==> src/hw/rtl/tfhe_pkg.sv <==
// ----------------------------------------------------------------------------
// tfhe_pkg: shared types and constants of the TCP frame header extractor
// Holds the command entry passed from the front to the back, the result
// item, status codes and the header offsets used by the parser.
// ----------------------------------------------------------------------------
package tfhe_pkg;

	// Bytes at or beyond this position of a frame are ignored.
	localparam int MAX_FRAME_BYTES = 65536;
	// Position counter holds MAX_FRAME_BYTES itself once a frame runs long.
	localparam int POS_W = $clog2(MAX_FRAME_BYTES) + 1;
	// Width for payload window compares (position plus a full 16-bit length).
	localparam int CMP_W = (POS_W > 17 ? POS_W : 17) + 1;

	localparam int ETH_HEAD_BYTES = 14;

	localparam int CMD_DEPTH = 4;
	localparam int RES_DEPTH = 2;

	localparam logic [51:0] MICROS_PER_SEC = 52'd1000000;

	localparam logic [15:0] ETHERTYPE_IPV4 = 16'h0800;
	localparam logic [7:0] LINK_RAW_IP = 8'h02;
	localparam logic [7:0] PROTO_TCP = 8'h06;

	// Start of the IPv4 header within the frame.
	localparam logic [3:0] IP_START_NONE = 4'd0;
	localparam logic [3:0] IP_START_RAW = 4'd4;
	localparam logic [3:0] IP_START_ETH = 4'd14;

	// Byte offsets inside the IPv4 header.
	localparam logic [4:0] IP_OFS_IHL = 5'd0;
	localparam logic [4:0] IP_OFS_LEN = 5'd2;
	localparam logic [4:0] IP_OFS_PROTO = 5'd9;
	localparam logic [4:0] IP_OFS_SRC = 5'd12;
	localparam logic [4:0] IP_OFS_DST = 5'd16;

	// Byte offsets inside the TCP header.
	localparam logic [3:0] TCP_OFS_SPORT = 4'd0;
	localparam logic [3:0] TCP_OFS_DPORT = 4'd2;
	localparam logic [3:0] TCP_OFS_SEQ = 4'd4;
	localparam logic [3:0] TCP_OFS_ACK = 4'd8;
	localparam logic [3:0] TCP_OFS_DOFF = 4'd12;

	// Frame status codes.
	localparam logic [1:0] ST_TCP_DATA = 2'd0;
	localparam logic [1:0] ST_TCP_EMPTY = 2'd1;
	localparam logic [1:0] ST_NOT_IPV4 = 2'd2;
	localparam logic [1:0] ST_NOT_TCP = 2'd3;

	typedef struct packed {
		logic [7:0] data;
		logic [POS_W-1:0] pos;
		logic live;
		logic last;
		logic decide;
		logic [3:0] ip_start;
		logic [51:0] stamp;
	} cmd_t;

	typedef struct packed {
		logic [7:0] payload_value;
		logic is_summary;
		logic [1:0] frame_status;
		logic [31:0] source_address;
		logic [31:0] dest_address;
		logic [15:0] source_port;
		logic [15:0] dest_port;
		logic [31:0] sequence_number;
		logic [31:0] acknowledge_number;
		logic [15:0] payload_length;
		logic [51:0] stamp_total_micros;
	} res_t;

endpackage

==> src/hw/rtl/tfhe_front.sv <==
// ----------------------------------------------------------------------------
// tfhe_front: byte intake and frame classification
// Counts byte positions, samples the capture time, and decides the IPv4
// header start from the link bytes. Each byte becomes one command entry.
// ----------------------------------------------------------------------------
module tfhe_front (
	input logic clk,
	input logic arst_n,
	input logic push,
	output logic full,
	input logic [7:0] frame_byte,
	input logic frame_end,
	input logic [31:0] stamp_seconds,
	input logic [19:0] stamp_micros,
	output logic cmd_wr,
	output tfhe_pkg::cmd_t cmd,
	input logic cmd_full
);

	logic [tfhe_pkg::POS_W-1:0] pos_q;
	logic [7:0] hb0_q;
	logic [7:0] hb12_q;
	logic [51:0] stamp_q;

	logic accept;
	logic live;
	logic first;
	logic [51:0] stamp_now;
	logic [7:0] hb0_eff;
	logic [7:0] hb12_eff;
	logic [7:0] hb13_eff;
	logic [15:0] eth_type;
	logic [3:0] cls;

	assign full = cmd_full;
	assign accept = push && !cmd_full;
	assign cmd_wr = accept;

	assign live = pos_q < tfhe_pkg::POS_W'(tfhe_pkg::MAX_FRAME_BYTES);
	assign first = pos_q == '0;

	assign stamp_now = first
		? 52'(stamp_seconds) * tfhe_pkg::MICROS_PER_SEC + 52'(stamp_micros)
		: stamp_q;

	// Link bytes that have not arrived yet read as zero.
	assign hb0_eff = first ? frame_byte : hb0_q;
	assign hb12_eff = (pos_q == tfhe_pkg::POS_W'(12)) ? frame_byte
		: ((pos_q == tfhe_pkg::POS_W'(13)) ? hb12_q : 8'h00);
	assign hb13_eff = (pos_q == tfhe_pkg::POS_W'(13)) ? frame_byte : 8'h00;
	assign eth_type = {hb12_eff, hb13_eff};

	always_comb begin
		if (eth_type == tfhe_pkg::ETHERTYPE_IPV4) begin
			cls = tfhe_pkg::IP_START_ETH;
		end else if (hb0_eff == tfhe_pkg::LINK_RAW_IP) begin
			cls = tfhe_pkg::IP_START_RAW;
		end else begin
			cls = tfhe_pkg::IP_START_NONE;
		end
	end

	always_comb begin
		cmd.data = frame_byte;
		cmd.pos = pos_q;
		cmd.live = live;
		cmd.last = frame_end;
		// Classification happens on the last link byte, or earlier if the frame ends.
		cmd.decide = live && ((pos_q == tfhe_pkg::POS_W'(tfhe_pkg::ETH_HEAD_BYTES - 1))
			|| (frame_end && pos_q < tfhe_pkg::POS_W'(tfhe_pkg::ETH_HEAD_BYTES - 1)));
		cmd.ip_start = cls;
		cmd.stamp = stamp_now;
	end

	always_ff @(posedge clk or negedge arst_n) begin
		if (!arst_n) begin
			pos_q <= '0;
		end else if (accept) begin
			if (frame_end) begin
				pos_q <= '0;
			end else if (live) begin
				pos_q <= pos_q + 1'b1;
			end
		end
	end

	always_ff @(posedge clk) begin
		if (accept) begin
			if (first) begin
				hb0_q <= frame_byte;
				stamp_q <= stamp_now;
			end
			if (pos_q == tfhe_pkg::POS_W'(12)) begin
				hb12_q <= frame_byte;
			end
		end
	end

endmodule

==> src/hw/rtl/tfhe_cmd_fifo.sv <==
// ----------------------------------------------------------------------------
// tfhe_cmd_fifo: command queue between the front and the back
// A small register queue that lets the intake and the parser stall apart.
// ----------------------------------------------------------------------------
module tfhe_cmd_fifo (
	input logic clk,
	input logic arst_n,
	input logic wr_en,
	input tfhe_pkg::cmd_t wr_data,
	output logic full,
	input logic rd_en,
	output tfhe_pkg::cmd_t rd_data,
	output logic empty
);

	localparam int PTR_W = $clog2(tfhe_pkg::CMD_DEPTH);
	localparam int CNT_W = $clog2(tfhe_pkg::CMD_DEPTH + 1);

	tfhe_pkg::cmd_t mem_q [tfhe_pkg::CMD_DEPTH];
	logic [PTR_W-1:0] wr_ptr_q;
	logic [PTR_W-1:0] rd_ptr_q;
	logic [CNT_W-1:0] count_q;
	logic do_wr;
	logic do_rd;

	assign full = count_q == CNT_W'(tfhe_pkg::CMD_DEPTH);
	assign empty = count_q == '0;
	assign do_wr = wr_en && !full;
	assign do_rd = rd_en && !empty;
	assign rd_data = mem_q[rd_ptr_q];

	always_ff @(posedge clk or negedge arst_n) begin
		if (!arst_n) begin
			wr_ptr_q <= '0;
			rd_ptr_q <= '0;
			count_q <= '0;
		end else begin
			if (do_wr) begin
				wr_ptr_q <= wr_ptr_q + 1'b1;
			end
			if (do_rd) begin
				rd_ptr_q <= rd_ptr_q + 1'b1;
			end
			if (do_wr && !do_rd) begin
				count_q <= count_q + 1'b1;
			end else if (do_rd && !do_wr) begin
				count_q <= count_q - 1'b1;
			end
		end
	end

	always_ff @(posedge clk) begin
		if (do_wr) begin
			mem_q[wr_ptr_q] <= wr_data;
		end
	end

endmodule

==> src/hw/rtl/tfhe_back.sv <==
// ----------------------------------------------------------------------------
// tfhe_back: header field capture and result generation
// Stage one folds each byte into the frame's header registers; stage two
// decides whether the byte is TCP payload and builds the frame summary.
// ----------------------------------------------------------------------------
module tfhe_back (
	input logic clk,
	input logic arst_n,
	input logic cmd_empty,
	input tfhe_pkg::cmd_t cmd,
	output logic cmd_rd,
	input logic res_full,
	output logic res_wr,
	output tfhe_pkg::res_t res
);

	typedef struct packed {
		logic [3:0] ip_start;
		logic [5:0] ihb;
		logic [5:0] thb;
		logic [15:0] tot;
		logic [7:0] proto;
		logic [31:0] src;
		logic [31:0] dst;
		logic [15:0] sport;
		logic [15:0] dport;
		logic [31:0] seq;
		logic [31:0] ack;
	} frame_t;

	localparam int PW = tfhe_pkg::POS_W;
	localparam int CW = tfhe_pkg::CMP_W;

	frame_t fr_q;
	frame_t cur;
	frame_t nx;
	tfhe_pkg::cmd_t ent_s1;
	logic vld_s1;
	logic half_q;

	logic [3:0] base;
	logic active;
	logic [PW-1:0] r;
	logic [PW-1:0] t;
	logic r_near;
	logic t_ok;

	logic [16:0] diff;
	logic [15:0] len;
	logic [CW-1:0] ipx;
	logic [CW-1:0] ihx;
	logic [CW-1:0] thx;
	logic [CW-1:0] off;
	logic [CW-1:0] pc;
	logic tcp;
	logic pay_hit;
	logic need_pay;
	logic need_sum;
	logic b_done;
	logic advance;
	tfhe_pkg::res_t res_pay;
	tfhe_pkg::res_t res_sum;

	// ---- stage one: header capture ----
	// Before the link header is classified, bytes are captured as if the IPv4
	// header began at byte four; the decision then keeps or drops that work.
	always_comb begin
		cur = (cmd.pos == '0) ? '0 : fr_q;
		base = (cmd.pos < PW'(tfhe_pkg::ETH_HEAD_BYTES)) ? tfhe_pkg::IP_START_RAW
			: cur.ip_start;
		active = cmd.live && (cmd.pos >= PW'(tfhe_pkg::IP_START_RAW))
			&& ((cmd.pos < PW'(tfhe_pkg::ETH_HEAD_BYTES))
			|| (cur.ip_start != tfhe_pkg::IP_START_NONE));
		r = cmd.pos - PW'(base);
		r_near = r < PW'(32);
		nx = cur;
		if (active && r_near) begin
			case (r[4:0])
				tfhe_pkg::IP_OFS_IHL: nx.ihb = {cmd.data[3:0], 2'b00};
				tfhe_pkg::IP_OFS_LEN: nx.tot[15:8] = cmd.data;
				tfhe_pkg::IP_OFS_LEN + 5'd1: nx.tot[7:0] = cmd.data;
				tfhe_pkg::IP_OFS_PROTO: nx.proto = cmd.data;
				tfhe_pkg::IP_OFS_SRC: nx.src[31:24] = cmd.data;
				tfhe_pkg::IP_OFS_SRC + 5'd1: nx.src[23:16] = cmd.data;
				tfhe_pkg::IP_OFS_SRC + 5'd2: nx.src[15:8] = cmd.data;
				tfhe_pkg::IP_OFS_SRC + 5'd3: nx.src[7:0] = cmd.data;
				tfhe_pkg::IP_OFS_DST: nx.dst[31:24] = cmd.data;
				tfhe_pkg::IP_OFS_DST + 5'd1: nx.dst[23:16] = cmd.data;
				tfhe_pkg::IP_OFS_DST + 5'd2: nx.dst[15:8] = cmd.data;
				tfhe_pkg::IP_OFS_DST + 5'd3: nx.dst[7:0] = cmd.data;
				default: ;
			endcase
		end
		// The TCP offset uses the IP header length as it stands after this byte.
		t = r - PW'(nx.ihb);
		t_ok = active && (r >= PW'(nx.ihb)) && (t < PW'(16));
		if (t_ok) begin
			case (t[3:0])
				tfhe_pkg::TCP_OFS_SPORT: nx.sport[15:8] = cmd.data;
				tfhe_pkg::TCP_OFS_SPORT + 4'd1: nx.sport[7:0] = cmd.data;
				tfhe_pkg::TCP_OFS_DPORT: nx.dport[15:8] = cmd.data;
				tfhe_pkg::TCP_OFS_DPORT + 4'd1: nx.dport[7:0] = cmd.data;
				tfhe_pkg::TCP_OFS_SEQ: nx.seq[31:24] = cmd.data;
				tfhe_pkg::TCP_OFS_SEQ + 4'd1: nx.seq[23:16] = cmd.data;
				tfhe_pkg::TCP_OFS_SEQ + 4'd2: nx.seq[15:8] = cmd.data;
				tfhe_pkg::TCP_OFS_SEQ + 4'd3: nx.seq[7:0] = cmd.data;
				tfhe_pkg::TCP_OFS_ACK: nx.ack[31:24] = cmd.data;
				tfhe_pkg::TCP_OFS_ACK + 4'd1: nx.ack[23:16] = cmd.data;
				tfhe_pkg::TCP_OFS_ACK + 4'd2: nx.ack[15:8] = cmd.data;
				tfhe_pkg::TCP_OFS_ACK + 4'd3: nx.ack[7:0] = cmd.data;
				tfhe_pkg::TCP_OFS_DOFF: nx.thb = {cmd.data[7:4], 2'b00};
				default: ;
			endcase
		end
		if (cmd.decide) begin
			if (cmd.ip_start != tfhe_pkg::IP_START_RAW) begin
				nx = '0;
			end
			nx.ip_start = cmd.ip_start;
		end
	end

	// ---- stage two: payload window and summary ----
	// The header registers already hold the state after the byte in stage two,
	// and stage one cannot move while stage two holds.
	always_comb begin
		diff = {1'b0, fr_q.tot} - 17'(fr_q.ihb) - 17'(fr_q.thb);
		len = diff[16] ? 16'd0 : diff[15:0];
		ipx = CW'(fr_q.ip_start);
		ihx = CW'(fr_q.ihb);
		thx = CW'(fr_q.thb);
		off = ipx + ihx + thx;
		pc = CW'(ent_s1.pos);
		tcp = (fr_q.ip_start != tfhe_pkg::IP_START_NONE) && (fr_q.proto == tfhe_pkg::PROTO_TCP);
		pay_hit = ent_s1.live && tcp
			&& (pc >= CW'(tfhe_pkg::ETH_HEAD_BYTES - 1))
			&& (pc >= ipx + CW'(tfhe_pkg::IP_OFS_PROTO))
			&& (pc >= ipx + ihx + CW'(tfhe_pkg::TCP_OFS_DOFF))
			&& (pc >= off) && (pc < off + CW'(len));

		res_pay = '0;
		res_pay.payload_value = ent_s1.data;

		res_sum = '0;
		res_sum.is_summary = 1'b1;
		res_sum.stamp_total_micros = ent_s1.stamp;
		if (fr_q.ip_start == tfhe_pkg::IP_START_NONE) begin
			res_sum.frame_status = tfhe_pkg::ST_NOT_IPV4;
		end else if (fr_q.proto != tfhe_pkg::PROTO_TCP) begin
			res_sum.frame_status = tfhe_pkg::ST_NOT_TCP;
		end else begin
			res_sum.frame_status = (len != 16'd0) ? tfhe_pkg::ST_TCP_DATA
				: tfhe_pkg::ST_TCP_EMPTY;
			res_sum.source_address = fr_q.src;
			res_sum.dest_address = fr_q.dst;
			res_sum.source_port = fr_q.sport;
			res_sum.dest_port = fr_q.dport;
			res_sum.sequence_number = fr_q.seq;
			res_sum.acknowledge_number = fr_q.ack;
			res_sum.payload_length = len;
		end
	end

	// A closing byte that is also payload yields two results, the payload item first and then the summary.
	assign need_pay = vld_s1 && pay_hit && !half_q;
	assign need_sum = vld_s1 && ent_s1.last;
	assign res_wr = (need_pay || need_sum) && !res_full;
	assign res = need_pay ? res_pay : res_sum;
	assign b_done = vld_s1 && (!(need_pay || need_sum) || (!res_full && !(need_pay && need_sum)));
	assign advance = !cmd_empty && (!vld_s1 || b_done);
	assign cmd_rd = advance;

	always_ff @(posedge clk or negedge arst_n) begin
		if (!arst_n) begin
			fr_q <= '0;
			vld_s1 <= 1'b0;
			half_q <= 1'b0;
		end else begin
			if (advance) begin
				fr_q <= nx;
				vld_s1 <= 1'b1;
			end else if (b_done) begin
				vld_s1 <= 1'b0;
			end
			if (b_done) begin
				half_q <= 1'b0;
			end else if (need_pay && need_sum && !res_full) begin
				half_q <= 1'b1;
			end
		end
	end

	always_ff @(posedge clk) begin
		if (advance) begin
			ent_s1 <= cmd;
		end
	end

endmodule

==> src/hw/rtl/tfhe_res_fifo.sv <==
// ----------------------------------------------------------------------------
// tfhe_res_fifo: result queue at the output
// Holds finished payload and summary items until the consumer pops them.
// ----------------------------------------------------------------------------
module tfhe_res_fifo (
	input logic clk,
	input logic arst_n,
	input logic wr_en,
	input tfhe_pkg::res_t wr_data,
	output logic full,
	input logic rd_en,
	output tfhe_pkg::res_t rd_data,
	output logic empty
);

	localparam int PTR_W = $clog2(tfhe_pkg::RES_DEPTH);
	localparam int CNT_W = $clog2(tfhe_pkg::RES_DEPTH + 1);

	tfhe_pkg::res_t mem_q [tfhe_pkg::RES_DEPTH];
	logic [PTR_W-1:0] wr_ptr_q;
	logic [PTR_W-1:0] rd_ptr_q;
	logic [CNT_W-1:0] count_q;
	logic do_wr;
	logic do_rd;

	assign full = count_q == CNT_W'(tfhe_pkg::RES_DEPTH);
	assign empty = count_q == '0;
	assign do_wr = wr_en && !full;
	assign do_rd = rd_en && !empty;
	assign rd_data = mem_q[rd_ptr_q];

	always_ff @(posedge clk or negedge arst_n) begin
		if (!arst_n) begin
			wr_ptr_q <= '0;
			rd_ptr_q <= '0;
			count_q <= '0;
		end else begin
			if (do_wr) begin
				wr_ptr_q <= wr_ptr_q + 1'b1;
			end
			if (do_rd) begin
				rd_ptr_q <= rd_ptr_q + 1'b1;
			end
			if (do_wr && !do_rd) begin
				count_q <= count_q + 1'b1;
			end else if (do_rd && !do_wr) begin
				count_q <= count_q - 1'b1;
			end
		end
	end

	always_ff @(posedge clk) begin
		if (do_wr) begin
			mem_q[wr_ptr_q] <= wr_data;
		end
	end

endmodule

==> src/hw/rtl/tcp_frame_header_extractor_unit.sv <==
// ----------------------------------------------------------------------------
// tcp_frame_header_extractor_unit: Ethernet/IPv4/TCP header parser on bytes
// A result reaches the ports via the command queue, the back's stage register and the result queue.
// Throughput: one byte per cycle while full is low; a closing byte that is also
// payload holds the parser for its second result, since the result queue takes one per cycle.
// Reset (arst_n low) empties both queues and clears the frame position.
// ----------------------------------------------------------------------------
module tcp_frame_header_extractor_unit (
	input logic clk,
	input logic arst_n,
	// Byte intake: a transfer happens when push is high and full is low.
	input logic push,
	output logic full,
	input logic [7:0] frame_byte,
	input logic frame_end,
	input logic [31:0] stamp_seconds,
	input logic [19:0] stamp_micros,
	// Results: the oldest waiting item shows while empty is low.
	output logic empty,
	input logic pop,
	output logic [7:0] payload_value,
	output logic is_summary,
	output logic [1:0] frame_status,
	output logic [31:0] source_address,
	output logic [31:0] dest_address,
	output logic [15:0] source_port,
	output logic [15:0] dest_port,
	output logic [31:0] sequence_number,
	output logic [31:0] acknowledge_number,
	output logic [15:0] payload_length,
	output logic [51:0] stamp_total_micros
);

	// The front counts byte positions, samples the capture time on a frame's
	// first byte and classifies the link header on byte thirteen (or at an
	// earlier frame end). It turns every accepted byte into one command entry.
	logic cmd_wr;
	logic cmd_full;
	logic cmd_rd;
	logic cmd_empty;
	tfhe_pkg::cmd_t cmd_in;
	tfhe_pkg::cmd_t cmd_out;

	// The back captures header fields in its first stage and decides payload
	// bytes and the summary in its second. It writes into the result queue.
	logic res_wr;
	logic res_full;
	logic res_empty;
	tfhe_pkg::res_t res_in;
	tfhe_pkg::res_t res_out;

	tfhe_front u_front (
		.clk(clk),
		.arst_n(arst_n),
		.push(push),
		.full(full),
		.frame_byte(frame_byte),
		.frame_end(frame_end),
		.stamp_seconds(stamp_seconds),
		.stamp_micros(stamp_micros),
		.cmd_wr(cmd_wr),
		.cmd(cmd_in),
		.cmd_full(cmd_full)
	);

	// The command queue lets the intake keep taking bytes while the back
	// waits on a full result queue.
	tfhe_cmd_fifo u_cmd_fifo (
		.clk(clk),
		.arst_n(arst_n),
		.wr_en(cmd_wr),
		.wr_data(cmd_in),
		.full(cmd_full),
		.rd_en(cmd_rd),
		.rd_data(cmd_out),
		.empty(cmd_empty)
	);

	tfhe_back u_back (
		.clk(clk),
		.arst_n(arst_n),
		.cmd_empty(cmd_empty),
		.cmd(cmd_out),
		.cmd_rd(cmd_rd),
		.res_full(res_full),
		.res_wr(res_wr),
		.res(res_in)
	);

	// Finished items wait here, so a stalled consumer does not stop the back
	// until the queue fills.
	tfhe_res_fifo u_res_fifo (
		.clk(clk),
		.arst_n(arst_n),
		.wr_en(res_wr),
		.wr_data(res_in),
		.full(res_full),
		.rd_en(pop),
		.rd_data(res_out),
		.empty(res_empty)
	);

	assign empty = res_empty;

	// Payload items carry zero in every field but the payload byte; summary
	// items carry zero in the payload byte.
	assign payload_value = res_out.payload_value;
	assign is_summary = res_out.is_summary;
	assign frame_status = res_out.frame_status;
	assign source_address = res_out.source_address;
	assign dest_address = res_out.dest_address;
	assign source_port = res_out.source_port;
	assign dest_port = res_out.dest_port;
	assign sequence_number = res_out.sequence_number;
	assign acknowledge_number = res_out.acknowledge_number;
	assign payload_length = res_out.payload_length;
	assign stamp_total_micros = res_out.stamp_total_micros;

endmodule
==> config.mk <==
export PLATFORM = sky130hd
export DESIGN_NAME = tcp_frame_header_extractor_unit
export DESIGN_NICKNAME = d
export VERILOG_FILES = /design/src/hw/rtl/tfhe_pkg.sv /design/src/hw/rtl/tfhe_front.sv /design/src/hw/rtl/tfhe_cmd_fifo.sv /design/src/hw/rtl/tfhe_back.sv /design/src/hw/rtl/tfhe_res_fifo.sv /design/src/hw/rtl/tcp_frame_header_extractor_unit.sv
export SDC_FILE = /design/constraint.sdc
export NUM_CORES = 2
export LEC_CHECK = 0
export BUFFER_PORTS_ARGS = -buffer_cell sky130_fd_sc_hd__clkbuf_2
export CAP_MARGIN = 20
export CORE_MARGIN = 3
export CORE_UTILIZATION = 40
export CTS_CLUSTER_SIZE = 30
export DETAILED_ROUTE_END_ITERATION = 10
export PLACE_DENSITY = 0.54
export SYNTH_ARGS = -nofsm -noshare
export SYNTH_HDL_FRONTEND = slang
export SYNTH_HIERARCHICAL = 1
export SYNTH_SLANG_ARGS = --single-unit
==> constraint.sdc <==
create_clock -name clk -period 20.9 [get_ports clk]
set_input_delay 1.045 -clock clk [delete_from_list [all_inputs] [get_ports clk]]
set_output_delay 1.045 -clock clk [all_outputs]
set_load 0.03 [all_outputs]
==> impl_metrics.yaml <==
critical_path:
  arrival_ns: 10.47
  worst_r2r_endpoint: "u_res_fifo/mem_q[1][69]$_DFFE_PP_"
  cp_max_fo: 68
  cpPeakStageDelay_ns: 0.85
  rr_startpoint: "u_back/fr_q[192]$_DFFE_PN0P_"
  required_ns: 21.25
  slowest_stage: "buf_4"
  crit_path_end_kind: "flop"
  r2r_slack_ns: 10.78
  critPathKind: "reg2reg"
  crit_path_frequent_cell: "a21oi_1"
  cp_top_family: "compound AO/OA/AOI/OAI gates"
  rr_worst_depth: 37
  critPathLaunchType: "flop"
  path_buf_inv: 5
cells_and_area:
  drive_gt1_frac: 0.1994
  layout_common_cells: "961 x edfxtp_1, 307 x inv_1, 304 x clkbuf_2, 277 x nand2_1, 250 x ha_1"
  area_growth_pct: 11.87
  final_common_cell: "edfxtp_1"
  nNetsFinal: 4894
floorplan:
  core_um2: 146400
  die_h_um: 391.0
  start_util: 0.4048
  die_area_um2: 152900
  rows: 140
  num_io_pins: 306
  die_width_um: 391.0
placed_design:
  hpwl_um: 99010
  place_congestion: 0.8436
  place.port_buffers: 305
sta:
  finalHoldViolations: 0
  setup_viol: 0
  setup_tns_ns: 0
  drv_slew: 0
  relSlewSlack: 0.2900
  fin_crit_sh: 0.4843
  post-route-min-period_ns: 10.12
  skew_ns: 0.04008
  rsz0062_at_grt: "false"
  worst_pin_slew_ns: 1.057
  max_freq_mhz: 98.80
global_routing:
  antenna_found_initial: 4
  grt-ovfl-total: 0
  grt_pass1_wl_um: 215400
  first_global_vias: 34244
  groute.usage.overall: 0.1855
  grt_start_max_net_pins: 114
clock_tree:
  cts_sinks: 1191
  cts_buffers: 116
  root_buffer: "clkbuf_16"
  worstSkewPairLatency_ns: 0.74
  clkTransAtPathRegs_ns: 0.07
  post-cts-setup-buffers: 0
  clockBufferDepth: 3
  holdBufCountCts: 0
  cts_tree: "done"
  ctsResizeCount: 0
  htreeDepth: 3
logic_synthesis:
  synth_area_um2: 59280
  synthArstFlopShare: 0.1931
  synth_seq_cells: 1191
  ys.flop_type: "edfxtp_1"
  synth_cells: 4143
  synth_edf_count: 961
  synth_nets: 4606
  ys_seq_area_frac: 0.5839
  ys.warnings.count: 6
  avgSynthCellArea_um2: 14.31
  synth.distinct_cells: 103
detailed_routing:
  drc: 0
  wl_per_cell_um: 22.10
  drt_iter0_markers: 1994
  wl_um: 142600
  vias_per_cell: 5.183
  postRouteAntennaNets: 0
  via_count: 33438
  firstDrtPassIters: 6
flow_run:
  drv_cap: 0
worst_hold_path:
  hp-class: "in2async"
run_status:
  status: "complete, no violations"
==> Yosys cell counts, types with 53 or more instances <==
library cell / instances / area (um^2)
a21oi_1: 99 / 495.5
a22o_1: 115 / 1007
and2_1: 192 / 1201
clkbuf_1: 90 / 337.8
dfrtp_1: 230 / 5756
edfxtp_1: 961 / 28860
fa_1: 148 / 2963
ha_1: 250 / 3128
inv_1: 307 / 1152
mux2_4: 200 / 3003
mux4_2: 84 / 1892
nand2_1: 277 / 1040
nor2_1: 141 / 529.3
nor2b_1: 67 / 419.2
o21ai_0: 134 / 670.6
xnor2_1: 90 / 788.3
xor2_1: 53 / 464.2
==> per-layer routing <==
metal	GRT usage	part of all wire	wire length (um)	vias up
met5	0	0.000084	12	-
met4	0.05432	0.024	3391	2
met2	0.3171	0.50	70640	672
li1	-	-	-	15778
met3	0.03571	0.051	7333	161
met1	0.2397	0.43	61190	16825
==> cell type report <==
class | count | area (um^2)
clock buffers | 157 | 3262
flip-flops and latches | 1191 | 34620
repair buffers | 342 | 1867
inverters | 307 | 1152
diodes | 1 | 2.502
fillers | 13149 | 80130
clock inverters | 63 | 651.9
well taps | 1917 | 2399
multi-input cells | 2473 | 22360
==> registers in the layout (all words and copies together), names as in the netlist, 2 cells and up <==
name / flops
u_back/ent_s1: 79
u_back/fr_q: 200
u_cmd_fifo/count_q: 3
u_cmd_fifo/mem_q: 336
u_cmd_fifo/rd_ptr_q: 2
u_cmd_fifo/wr_ptr_q: 2
u_front/hb0_q: 8
u_front/hb12_q: 8
u_front/pos_q: 17
u_front/stamp_q: 52
u_res_fifo/count_q: 2
u_res_fifo/mem_q: 478
==> cell families (layout without fill, tap and decap cells) <==
logic type,count (synthesis),after routing,synth area share
adder cells (fa/ha/maj),399,399,0.1029
XOR/XNOR,143,143,0.02113
multiplexers,332,332,0.09156
other,2,3,0.0001267
AO/OA/AOI/OAI,618,618,0.07299
flip-flops,1191,1191,0.5839
buffers and inverters,479,869,0.03998
AND/OR/NAND/NOR,979,979,0.08740
==> per-stage QoR <==
step / cells / utilization / hold slack [ns] / setup slack, ns / instance area, um^2
global route: 6451 / 0.4528 / 0.3091 / 10.02 / 66310
finish: 6451 / 0.4528 / 0.2858 / 10.78 / 66310
detailed placement: 6228 / 0.4257 / 0.4621 / 10.75 / 62340
floorplan: 4143 / - / 0.4414 / 3.379 / 59280
CTS: 6448 / 0.4525 / 0.2716 / 10.70 / 66260
global placement: 6228 / 0.4257 / 0.4537 / 10.85 / 62340
==> worst max path at each step <==
stage | from | depth (start not counted) | endpoint | slack [ns]
6_report | u_back/fr_q[192]$_DFFE_PN0P_ | 37 | u_res_fifo/mem_q[1][69]$_DFFE_PP_ | 10.78
3_3_place_gp | u_back/fr_q[192]$_DFFE_PN0P_ | 36 | u_res_fifo/mem_q[1][8]$_DFFE_PP_ | 10.85
4_1_cts | u_back/fr_q[192]$_DFFE_PN0P_ | 37 | u_res_fifo/mem_q[1][69]$_DFFE_PP_ | 10.70
3_5_place_dp | u_back/fr_q[192]$_DFFE_PN0P_ | 36 | u_res_fifo/mem_q[1][10]$_DFFE_PP_ | 10.75
5_1_grt | u_back/fr_q[191]$_DFFE_PN0P_ | 36 | u_res_fifo/mem_q[1][90]$_DFFE_PP_ | 10.02
2_1_floorplan | u_back/fr_q[168]$_DFFE_PN0P_ | 36 | u_res_fifo/mem_q[0][0]$_DFFE_PP_ | 3.38
==> worst register-to-register path, delay by kind of cell, from the launching register on <==
| family | cells | cell delay, ns |
|---|---|---|
| compound gates | 15 | 3.06 |
| xor+xnor | 1 | 0.16 |
| fa+ha+maj | 4 | 1.39 |
| buf+inv | 5 | 2.19 |
| flops | 1 | 0.43 |
| simple gates | 12 | 2.39 |
Power is not shown: default switching activity piles up to over one toggle a cycle in this logic, so the estimate is an artifact.
